===== config.mk =====
export PLATFORM = sky130hd
export DESIGN_NAME = point_in_convex_polygon
export DESIGN_NICKNAME = d
export VERILOG_FILES = /design/src/sv/pcp_pkg.sv /design/src/sv/pcp_cell.sv /design/src/sv/pcp_cross.sv /design/src/sv/point_in_convex_polygon.sv
export SDC_FILE = /design/constraint.sdc
export NUM_CORES = 2
export LEC_CHECK = 0
export BUFFER_PORTS_ARGS = -buffer_cell sky130_fd_sc_hd__buf_2
export CORE_ASPECT_RATIO = 1.25
export CORE_MARGIN = 10
export CORE_UTILIZATION = 40
export DETAILED_ROUTE_END_ITERATION = 6
export GPL_TIMING_DRIVEN = 1
export HOLD_SLACK_MARGIN = 0.06
export PLACE_DENSITY = 0.63
export SYNTH_ARGS = -nofsm -noshare
export SYNTH_HDL_FRONTEND = slang
export SYNTH_HIERARCHICAL = 1
export SYNTH_SLANG_ARGS = --single-unit

===== constraint.sdc =====
create_clock -name clk -period 9.8 [get_ports clk]
set_clock_uncertainty 0.2 [all_clocks]
set_input_delay 1.47 -clock clk [delete_from_list [all_inputs] [get_ports clk]]
set_output_delay 1.47 -clock clk [all_outputs]
set_load 0.02 [all_outputs]

===== src/sv/pcp_pkg.sv =====
// Package for the convex polygon hit test: widths, codes and shared types.
`timescale 1ns / 1ps
package pcp_pkg;

  localparam int MAX_VERTICES = 16;
  localparam int COORD_BITS   = 16;

  localparam int IDX_W  = $clog2(MAX_VERTICES);
  localparam int CNT_W  = $clog2(MAX_VERTICES + 1);
  localparam int CFG_W  = 5;
  localparam int DIFF_W = COORD_BITS + 1;
  localparam int PROD_W = 2 * DIFF_W;
  localparam int Z_W    = PROD_W + 1;

  localparam logic [CFG_W-1:0] VERTEX_COUNT_RESET = CFG_W'(4);
  localparam logic [CNT_W-1:0] MIN_VERTICES       = CNT_W'(3);

  localparam logic CMD_LOAD  = 1'b0;
  localparam logic CMD_QUERY = 1'b1;

  typedef logic signed [COORD_BITS-1:0] coord_t;

  // per-cell control
  typedef struct packed {
    logic load;
    logic shift;
  } pcp_cell_ctrl_t;

  // sign of one edge test
  typedef struct packed {
    logic pos;
    logic neg;
  } pcp_side_t;

endpackage


===== src/sv/pcp_cell.sv =====
// One vertex cell of the rotating ring: holds x and y, loads or takes its neighbour's.
`timescale 1ns / 1ps
module pcp_cell (
  input  logic                    clk,
  input  pcp_pkg::pcp_cell_ctrl_t ctrl,
  input  pcp_pkg::coord_t         load_x,
  input  pcp_pkg::coord_t         load_y,
  input  pcp_pkg::coord_t         nb_x,
  input  pcp_pkg::coord_t         nb_y,
  output pcp_pkg::coord_t         x,
  output pcp_pkg::coord_t         y
);

  pcp_pkg::coord_t x_r;
  pcp_pkg::coord_t y_r;

  always_ff @(posedge clk) begin
    if (ctrl.load) begin
      x_r <= load_x;
      y_r <= load_y;
    end else if (ctrl.shift) begin
      x_r <= nb_x;
      y_r <= nb_y;
    end
  end

  assign x = x_r;
  assign y = y_r;

endmodule


===== src/sv/pcp_cross.sv =====
// Three-stage edge unit: sign of z of cross(b - a, p - a).
`timescale 1ns / 1ps
module pcp_cross (
  input  logic                 clk,
  input  logic                 rst_n,
  input  logic                 issue,
  input  pcp_pkg::coord_t      ax,
  input  pcp_pkg::coord_t      ay,
  input  pcp_pkg::coord_t      bx,
  input  pcp_pkg::coord_t      by,
  input  pcp_pkg::coord_t      px,
  input  pcp_pkg::coord_t      py,
  output logic                 busy,
  output logic                 res_valid,
  output pcp_pkg::pcp_side_t   res_side
);

  logic signed [pcp_pkg::DIFF_W-1:0] ex_r, ey_r, dx_r, dy_r;
  logic signed [pcp_pkg::PROD_W-1:0] p1_r, p2_r;
  logic signed [pcp_pkg::Z_W-1:0]    z;
  logic                              v1_r, v2_r, v3_r;
  pcp_pkg::pcp_side_t                side_r;

  always_ff @(posedge clk) begin
    if (!rst_n) begin
      v1_r <= 1'b0;
      v2_r <= 1'b0;
      v3_r <= 1'b0;
    end else begin
      v1_r <= issue;
      v2_r <= v1_r;
      v3_r <= v2_r;
    end
  end

  assign z = pcp_pkg::Z_W'(p1_r) - pcp_pkg::Z_W'(p2_r);

  always_ff @(posedge clk) begin
    ex_r <= pcp_pkg::DIFF_W'(bx) - pcp_pkg::DIFF_W'(ax);
    ey_r <= pcp_pkg::DIFF_W'(by) - pcp_pkg::DIFF_W'(ay);
    dx_r <= pcp_pkg::DIFF_W'(px) - pcp_pkg::DIFF_W'(ax);
    dy_r <= pcp_pkg::DIFF_W'(py) - pcp_pkg::DIFF_W'(ay);
    p1_r <= ex_r * dy_r;
    p2_r <= ey_r * dx_r;
    side_r.pos <= !z[pcp_pkg::Z_W-1] && (z != '0);
    side_r.neg <= z[pcp_pkg::Z_W-1];
  end

  assign busy      = v1_r || v2_r || v3_r;
  assign res_valid = v3_r;
  assign res_side  = side_r;

endmodule


===== src/sv/point_in_convex_polygon.sv =====
// Top level of the convex polygon hit test: vertex cell ring, edge unit and control.
//
//  channel  ports                                         direction  payload
//  in       in_valid / in_stall                            in         command, vertex_index, x, y
//  out      out_valid / out_stall                          out        inside_res
//  cfg      cfg_wr_en / cfg_wr_data                        in         vertex_count
//
// A load is written into its vertex cell when accepted. A query with n vertices in use turns
// the ring through all n cells while the edge unit takes each edge, drains the edge unit, sees
// it idle in the drain state and then loads the result register. Below three vertices a query
// goes from idle straight to the finish state, which loads the result register. The next
// transaction is taken once the result is loaded. Input is stalled while a query runs and
// while its result waits on a full, stalled output register; a load may follow while a result
// waits. rst_n is synchronous; vertex slots are not cleared and hold nothing until loaded.
`timescale 1ns / 1ps
module point_in_convex_polygon (
  input  logic                             clk,
  input  logic                             rst_n,
  input  logic                             in_valid,
  output logic                             in_stall,
  input  logic                             in_command,
  input  logic [pcp_pkg::IDX_W-1:0]        in_vertex_index,
  input  logic signed [pcp_pkg::COORD_BITS-1:0] in_coord_x,
  input  logic signed [pcp_pkg::COORD_BITS-1:0] in_coord_y,
  output logic                             out_valid,
  input  logic                             out_stall,
  output logic                             out_inside_res,
  input  logic                             cfg_wr_en,
  input  logic [pcp_pkg::CFG_W-1:0]        cfg_wr_data
);

  typedef enum logic [3:0] {
    ST_IDLE   = 4'b0001,
    ST_RUN    = 4'b0010,
    ST_DRAIN  = 4'b0100,
    ST_FINISH = 4'b1000
  } state_t;

  state_t                      state_r, state_nxt;
  logic [pcp_pkg::CFG_W-1:0]   cfg_count_r;
  logic [pcp_pkg::CNT_W-1:0]   n_eff;
  logic [pcp_pkg::CNT_W-1:0]   n_r, n_nxt;
  logic [pcp_pkg::CNT_W-1:0]   k_r, k_nxt;
  logic                        any_pos_r, any_pos_nxt;
  logic                        any_neg_r, any_neg_nxt;
  logic                        any_zero_r, any_zero_nxt;
  logic                        out_valid_r, out_valid_nxt;
  logic                        out_inside_r, out_inside_nxt;
  pcp_pkg::coord_t             px_r, py_r;

  logic                        in_acc;
  logic                        issue;
  logic                        cross_busy;
  logic                        res_valid;
  pcp_pkg::pcp_side_t          res_side;

  pcp_pkg::coord_t             cell_x  [pcp_pkg::MAX_VERTICES];
  pcp_pkg::coord_t             cell_y  [pcp_pkg::MAX_VERTICES];
  pcp_pkg::coord_t             nb_x    [pcp_pkg::MAX_VERTICES];
  pcp_pkg::coord_t             nb_y    [pcp_pkg::MAX_VERTICES];
  pcp_pkg::pcp_cell_ctrl_t     cell_ctrl [pcp_pkg::MAX_VERTICES];

  assign in_stall = (state_r != ST_IDLE);
  assign in_acc   = in_valid && !in_stall;
  assign issue    = (state_r == ST_RUN);

  always_comb begin
    if (cfg_count_r > pcp_pkg::CFG_W'(pcp_pkg::MAX_VERTICES)) begin
      n_eff = pcp_pkg::CNT_W'(pcp_pkg::MAX_VERTICES);
    end else begin
      n_eff = pcp_pkg::CNT_W'(cfg_count_r);
    end
  end

  // ring of cells: cell j takes from cell j+1, the last cell in use wraps to cell 0
  for (genvar j = 0; j < pcp_pkg::MAX_VERTICES; j++) begin : g_cell
    localparam int NEXT = (j + 1) % pcp_pkg::MAX_VERTICES;

    assign nb_x[j] = (pcp_pkg::CNT_W'(j + 1) == n_r) ? cell_x[0] : cell_x[NEXT];
    assign nb_y[j] = (pcp_pkg::CNT_W'(j + 1) == n_r) ? cell_y[0] : cell_y[NEXT];
    assign cell_ctrl[j].load  = in_acc && (in_command == pcp_pkg::CMD_LOAD) &&
                                (in_vertex_index == pcp_pkg::IDX_W'(j));
    assign cell_ctrl[j].shift = issue && (pcp_pkg::CNT_W'(j) < n_r);

    pcp_cell u_cell (
      .clk    (clk),
      .ctrl   (cell_ctrl[j]),
      .load_x (in_coord_x),
      .load_y (in_coord_y),
      .nb_x   (nb_x[j]),
      .nb_y   (nb_y[j]),
      .x      (cell_x[j]),
      .y      (cell_y[j])
    );
  end

  pcp_cross u_cross (
    .clk       (clk),
    .rst_n     (rst_n),
    .issue     (issue),
    .ax        (cell_x[0]),
    .ay        (cell_y[0]),
    .bx        (cell_x[1]),
    .by        (cell_y[1]),
    .px        (px_r),
    .py        (py_r),
    .busy      (cross_busy),
    .res_valid (res_valid),
    .res_side  (res_side)
  );

  always_comb begin
    state_nxt      = state_r;
    n_nxt          = n_r;
    k_nxt          = k_r;
    any_pos_nxt    = any_pos_r;
    any_neg_nxt    = any_neg_r;
    any_zero_nxt   = any_zero_r;
    out_valid_nxt  = out_valid_r;
    out_inside_nxt = out_inside_r;

    if (out_valid_r && !out_stall) begin
      out_valid_nxt = 1'b0;
    end

    if (res_valid) begin
      any_pos_nxt  = any_pos_r || res_side.pos;
      any_neg_nxt  = any_neg_r || res_side.neg;
      any_zero_nxt = any_zero_r || (!res_side.pos && !res_side.neg);
    end

    case (state_r)
      ST_IDLE: begin
        if (in_acc && (in_command == pcp_pkg::CMD_QUERY)) begin
          n_nxt        = n_eff;
          k_nxt        = '0;
          any_pos_nxt  = 1'b0;
          any_neg_nxt  = 1'b0;
          // fewer than three vertices is no polygon
          any_zero_nxt = (n_eff < pcp_pkg::MIN_VERTICES);
          state_nxt    = (n_eff < pcp_pkg::MIN_VERTICES) ? ST_FINISH : ST_RUN;
        end
      end
      ST_RUN: begin
        k_nxt = k_r + pcp_pkg::CNT_W'(1);
        if (k_nxt == n_r) begin
          state_nxt = ST_DRAIN;
        end
      end
      ST_DRAIN: begin
        if (!cross_busy) begin
          state_nxt = ST_FINISH;
        end
      end
      ST_FINISH: begin
        if (!out_valid_r || !out_stall) begin
          out_valid_nxt  = 1'b1;
          out_inside_nxt = !any_zero_r && !(any_pos_r && any_neg_r);
          state_nxt      = ST_IDLE;
        end
      end
      default: begin
        state_nxt = ST_IDLE;
      end
    endcase
  end

  always_ff @(posedge clk) begin
    if (!rst_n) begin
      state_r     <= ST_IDLE;
      cfg_count_r <= pcp_pkg::VERTEX_COUNT_RESET;
      out_valid_r <= 1'b0;
    end else begin
      state_r     <= state_nxt;
      out_valid_r <= out_valid_nxt;
      if (cfg_wr_en) begin
        cfg_count_r <= cfg_wr_data;
      end
    end
  end

  always_ff @(posedge clk) begin
    n_r          <= n_nxt;
    k_r          <= k_nxt;
    any_pos_r    <= any_pos_nxt;
    any_neg_r    <= any_neg_nxt;
    any_zero_r   <= any_zero_nxt;
    out_inside_r <= out_inside_nxt;
    if (in_acc && (in_command == pcp_pkg::CMD_QUERY)) begin
      px_r <= in_coord_x;
      py_r <= in_coord_y;
    end
  end

  assign out_valid      = out_valid_r;
  assign out_inside_res = out_inside_r;

endmodule

==> metrics.yaml <==
clock_network:
  clkTransAtPathRegs_ns: 0.06
  cts.sink_count: 709
  cts_setup_buffers: 0
  cts_tree: "done"
  insertion_delay_ns: 0.66
  clk_path_buf_depth: 3
  htreeDepth: 3
  cts-hold-fix-buffers: 0
  cts-root-buf: "clkbuf_16"
  post_cts.resized_instances: 0
  cts_inserted_buffers: 81
cells_and_area:
  postLayoutCoreUtil_pct: 42.9
  post_route_cells_drive_above_1_share_pct: 24.6
  design_area_mm2: 0.0654
  finalNetCount: 5904
  synthToLayoutAreaGrowth_pct: 6.27
  fillerInstances: 14200
  multi_input_area_mm2: 0.0374
  layout.area.seq_mm2: 0.0197
place:
  dpl.hpwl_um: 106000
  gp_congestion: 0.872
  post_dp_cell_area_mm2: 0.0628
  io_buffer_count: 49
setup_path:
  path_max_fanout: 17
  setup.worst_path.class: "reg2reg"
  timing.critical_path.arrival_ns: 7.75
  data_required_time_of_the_worst_path_ns: 10.16
  critPathBufInv: 5
  crit_path_max_incr_delay_ns: 0.74
  worst_path_dominant_cell_family: "adder cells"
  critical_path.startpoint_type: "flip-flop"
  timing.critical_path.to_type: "flip-flop"
  cp_cell_sequence: "nand2_1 -> fa_1 -> inv_1 -> fa_1 -> inv_1 -> fa_1 -> inv_1 -> fa_1 -> fa_1 -> inv_1 -> fa_1 -> inv_1 -> ha_1 -> a21o_1 -> a21oi_1 -> nor4b_1 -> o31ai_1 -> a2111oi_1 -> o31ai_1 -> o41a_1 -> nand4_1 -> nand4b_1 -> a21oi_1 -> xnor2_1"
  library_cell_appearing_most_often_on_the_critical_path: "fa_1"
  timing.critical_path.slowest_stage_cell: "dfxtp_1"
die:
  die_h_um: 459
  dieArea_mm2: 0.170
  number_of_top_level_pins: 50
  start_util_pct: 40.4
  core_region_area_mm2: 0.153
  fp.dieW_um: 371
  core.rowCount: 160
run_status:
  status: "complete, no violations"
sta:
  slew_violations: 0
  timing_hold_violations_final: 0
  grt_setup_unrepaired: "no"
  max_clock_freq_mhz: 135
  max_slew.worst_pin.slew_ns: 1.05
  setup_tns_ns: 0
  post-route-min-period_ns: 7.38
  setup_viol: 0
  final.period_utilization_pct: 75.3
  maxSlewHeadroom_pct: 30.1
global_routing:
  grt_antenna_before_repair: 8
  grt_overflow: 0
  first_global_vias: 39700
  grt.total_usage_pct: 16.3
  grt_max_degree: 37
  grt_pass1_wl_um: 224000
routing:
  detailedRoute.firstPassIterationCount: 5
  wl_per_cell_um: 19.6
  drt-total-wl_um: 139000
  drt.antenna.violating_nets: 0
  route.detailed.vias_per_inst: 5.14
  drc: 0
  via_count: 36400
  detail_route.iter0.violations: 1768
synth:
  synth-seq-area-share_pct: 32.1
  synthesis.yosys.warnings: 6
  synthesis.nets: 5980
  ys_types: 89
  ys_dominant_reg_cell: "edfxtp_1"
  post_synth.cell_area_avg_um2: 12.1
  yosys_register_bits: 709
  netlist_area_mm2: 0.0616
  synth-edff-count: 555
  cell_count_after_synthesis: 5067
  proportion_of_register_bits_with_asynchronous_set_or_reset_after_synthesis_pct: 0
job:
  drv_cap: 0
min_path:
  worst_hold_path_type: "reg2reg"
==> sequential cells by signal, indices dropped and copies added (netlist names), 2 cells and up <==
name	flops
u_cross/dx_r	17
n_r	5
cfg_count_r	5
u_cross/p1_r	34
k_r	5
px_r	16
g_cell.u_cell/x	256
state_r	4
u_cross/p2_r	34
u_cross/res_side	2
u_cross/dy_r	17
g_cell.u_cell/y	256
u_cross/ex_r	17
py_r	16
u_cross/ey_r	17
==> cells in the mapped netlist, types with 30 or more instances <==
library cell  instances  area (µm²)
buf_2                46         230
mux2_4              464        6970
o21ai_0              70         350
xnor2_1             102         893
nor3_1               30         150
and2_1              305        1910
nor2_1              176         661
fa_1                597       12000
a21oi_1             102         510
nor2b_1              38         238
mux2_2              515        5800
nand2b_1             30         188
edfxtp_1            555       16700
buf_12               48         961
dfxtp_1             154        3080
nand2_1             328        1230
ha_1                269        3370
nand3_1              39         195
inv_1               716        2690
clkbuf_1            116         435
==> layer usage <==
metal,wire length [µm],up-vias,track usage (%)
met4,5470,2,6.39
met5,13,-,0
met2,72200,743,29.8
met1,55800,18500,19.1
li1,-,16800,-
met3,5120,259,2.15
==> layout make-up <==
cell class / instances / share of cell area [%]
Clock buffer: 109 / 3.49
Antenna cell: 2 / 0.00765
Clock inverter: 38 / 0.451
Sequential cell: 709 / 30.2
Inverter: 716 / 4.11
Timing Repair Buffer: 75 / 0.673
Tap cell: 2025 / 3.87
Multi-Input combinational cell: 3408 / 57.2
==> layout by cell type, fill, tap and decap left out, types with 11 or more instances in the layout <==
cell type / n
nor2_4: 15
nand3_1: 35
dfxtp_1: 154
nand2b_1: 30
buf_4: 26
clkbuf_16: 83
xnor2_1: 102
ha_1: 269
o21a_1: 27
or2_2: 18
clkinv_1: 14
mux2_4: 464
fa_1: 597
a21boi_0: 16
edfxtp_1: 555
clkbuf_8: 11
a21o_1: 29
mux2_1: 14
buf_2: 49
nand2_1: 325
o21ai_0: 70
inv_1: 716
a21oi_1: 102
xor2_1: 21
a211oi_1: 13
nor3_1: 26
nor2b_1: 38
and2_1: 305
clkbuf_1: 15
mux2i_1: 12
or3_1: 12
nor2_1: 161
mux2_2: 515
==> cell families after synthesis <==
group | synth area share (%)
flip-flops | 32.1
adder cells (fa/ha/maj) | 24.9
buffers and inverters | 7.41
AND/OR/NAND/NOR | 8.47
multiplexers | 21.2
AO/OA/AOI/OAI | 4.21
XOR/XNOR | 1.75
==> worst paths after layout <==
kind	start	to	slack (ns)	cells past startpoint
worst max-delay path	u_cross/dy_r[8]$_DFF_P_	u_cross/p1_r[32]$_DFF_P_	2.42	24
worst min-delay path	u_cross/v2_r$_SDFF_PN0_	u_cross/res_valid$_SDFF_PN0_	0.25	1
worst max register to register	u_cross/dy_r[8]$_DFF_P_	u_cross/p1_r[32]$_DFF_P_	2.42	24
worst min register to register	u_cross/v2_r$_SDFF_PN0_	u_cross/res_valid$_SDFF_PN0_	0.25	1
==> metrics by stage <==
stage / hold WS (ns) / cells / worst slack [ns]
3_3_place_gp: 0.228 / 6933 / 2.61
5_1_grt: 0.296 / 7082 / 1.92
6_report: 0.246 / 7082 / 2.42
4_1_cts: 0.249 / 7080 / 2.43
3_5_place_dp: 0.234 / 6933 / 2.44
2_1_floorplan: 0.223 / 5067 / 3.10
Power is left out: the tool's default activity adds up to more than one toggle a clock period on the data nets, which glitch-free logic cannot reach.
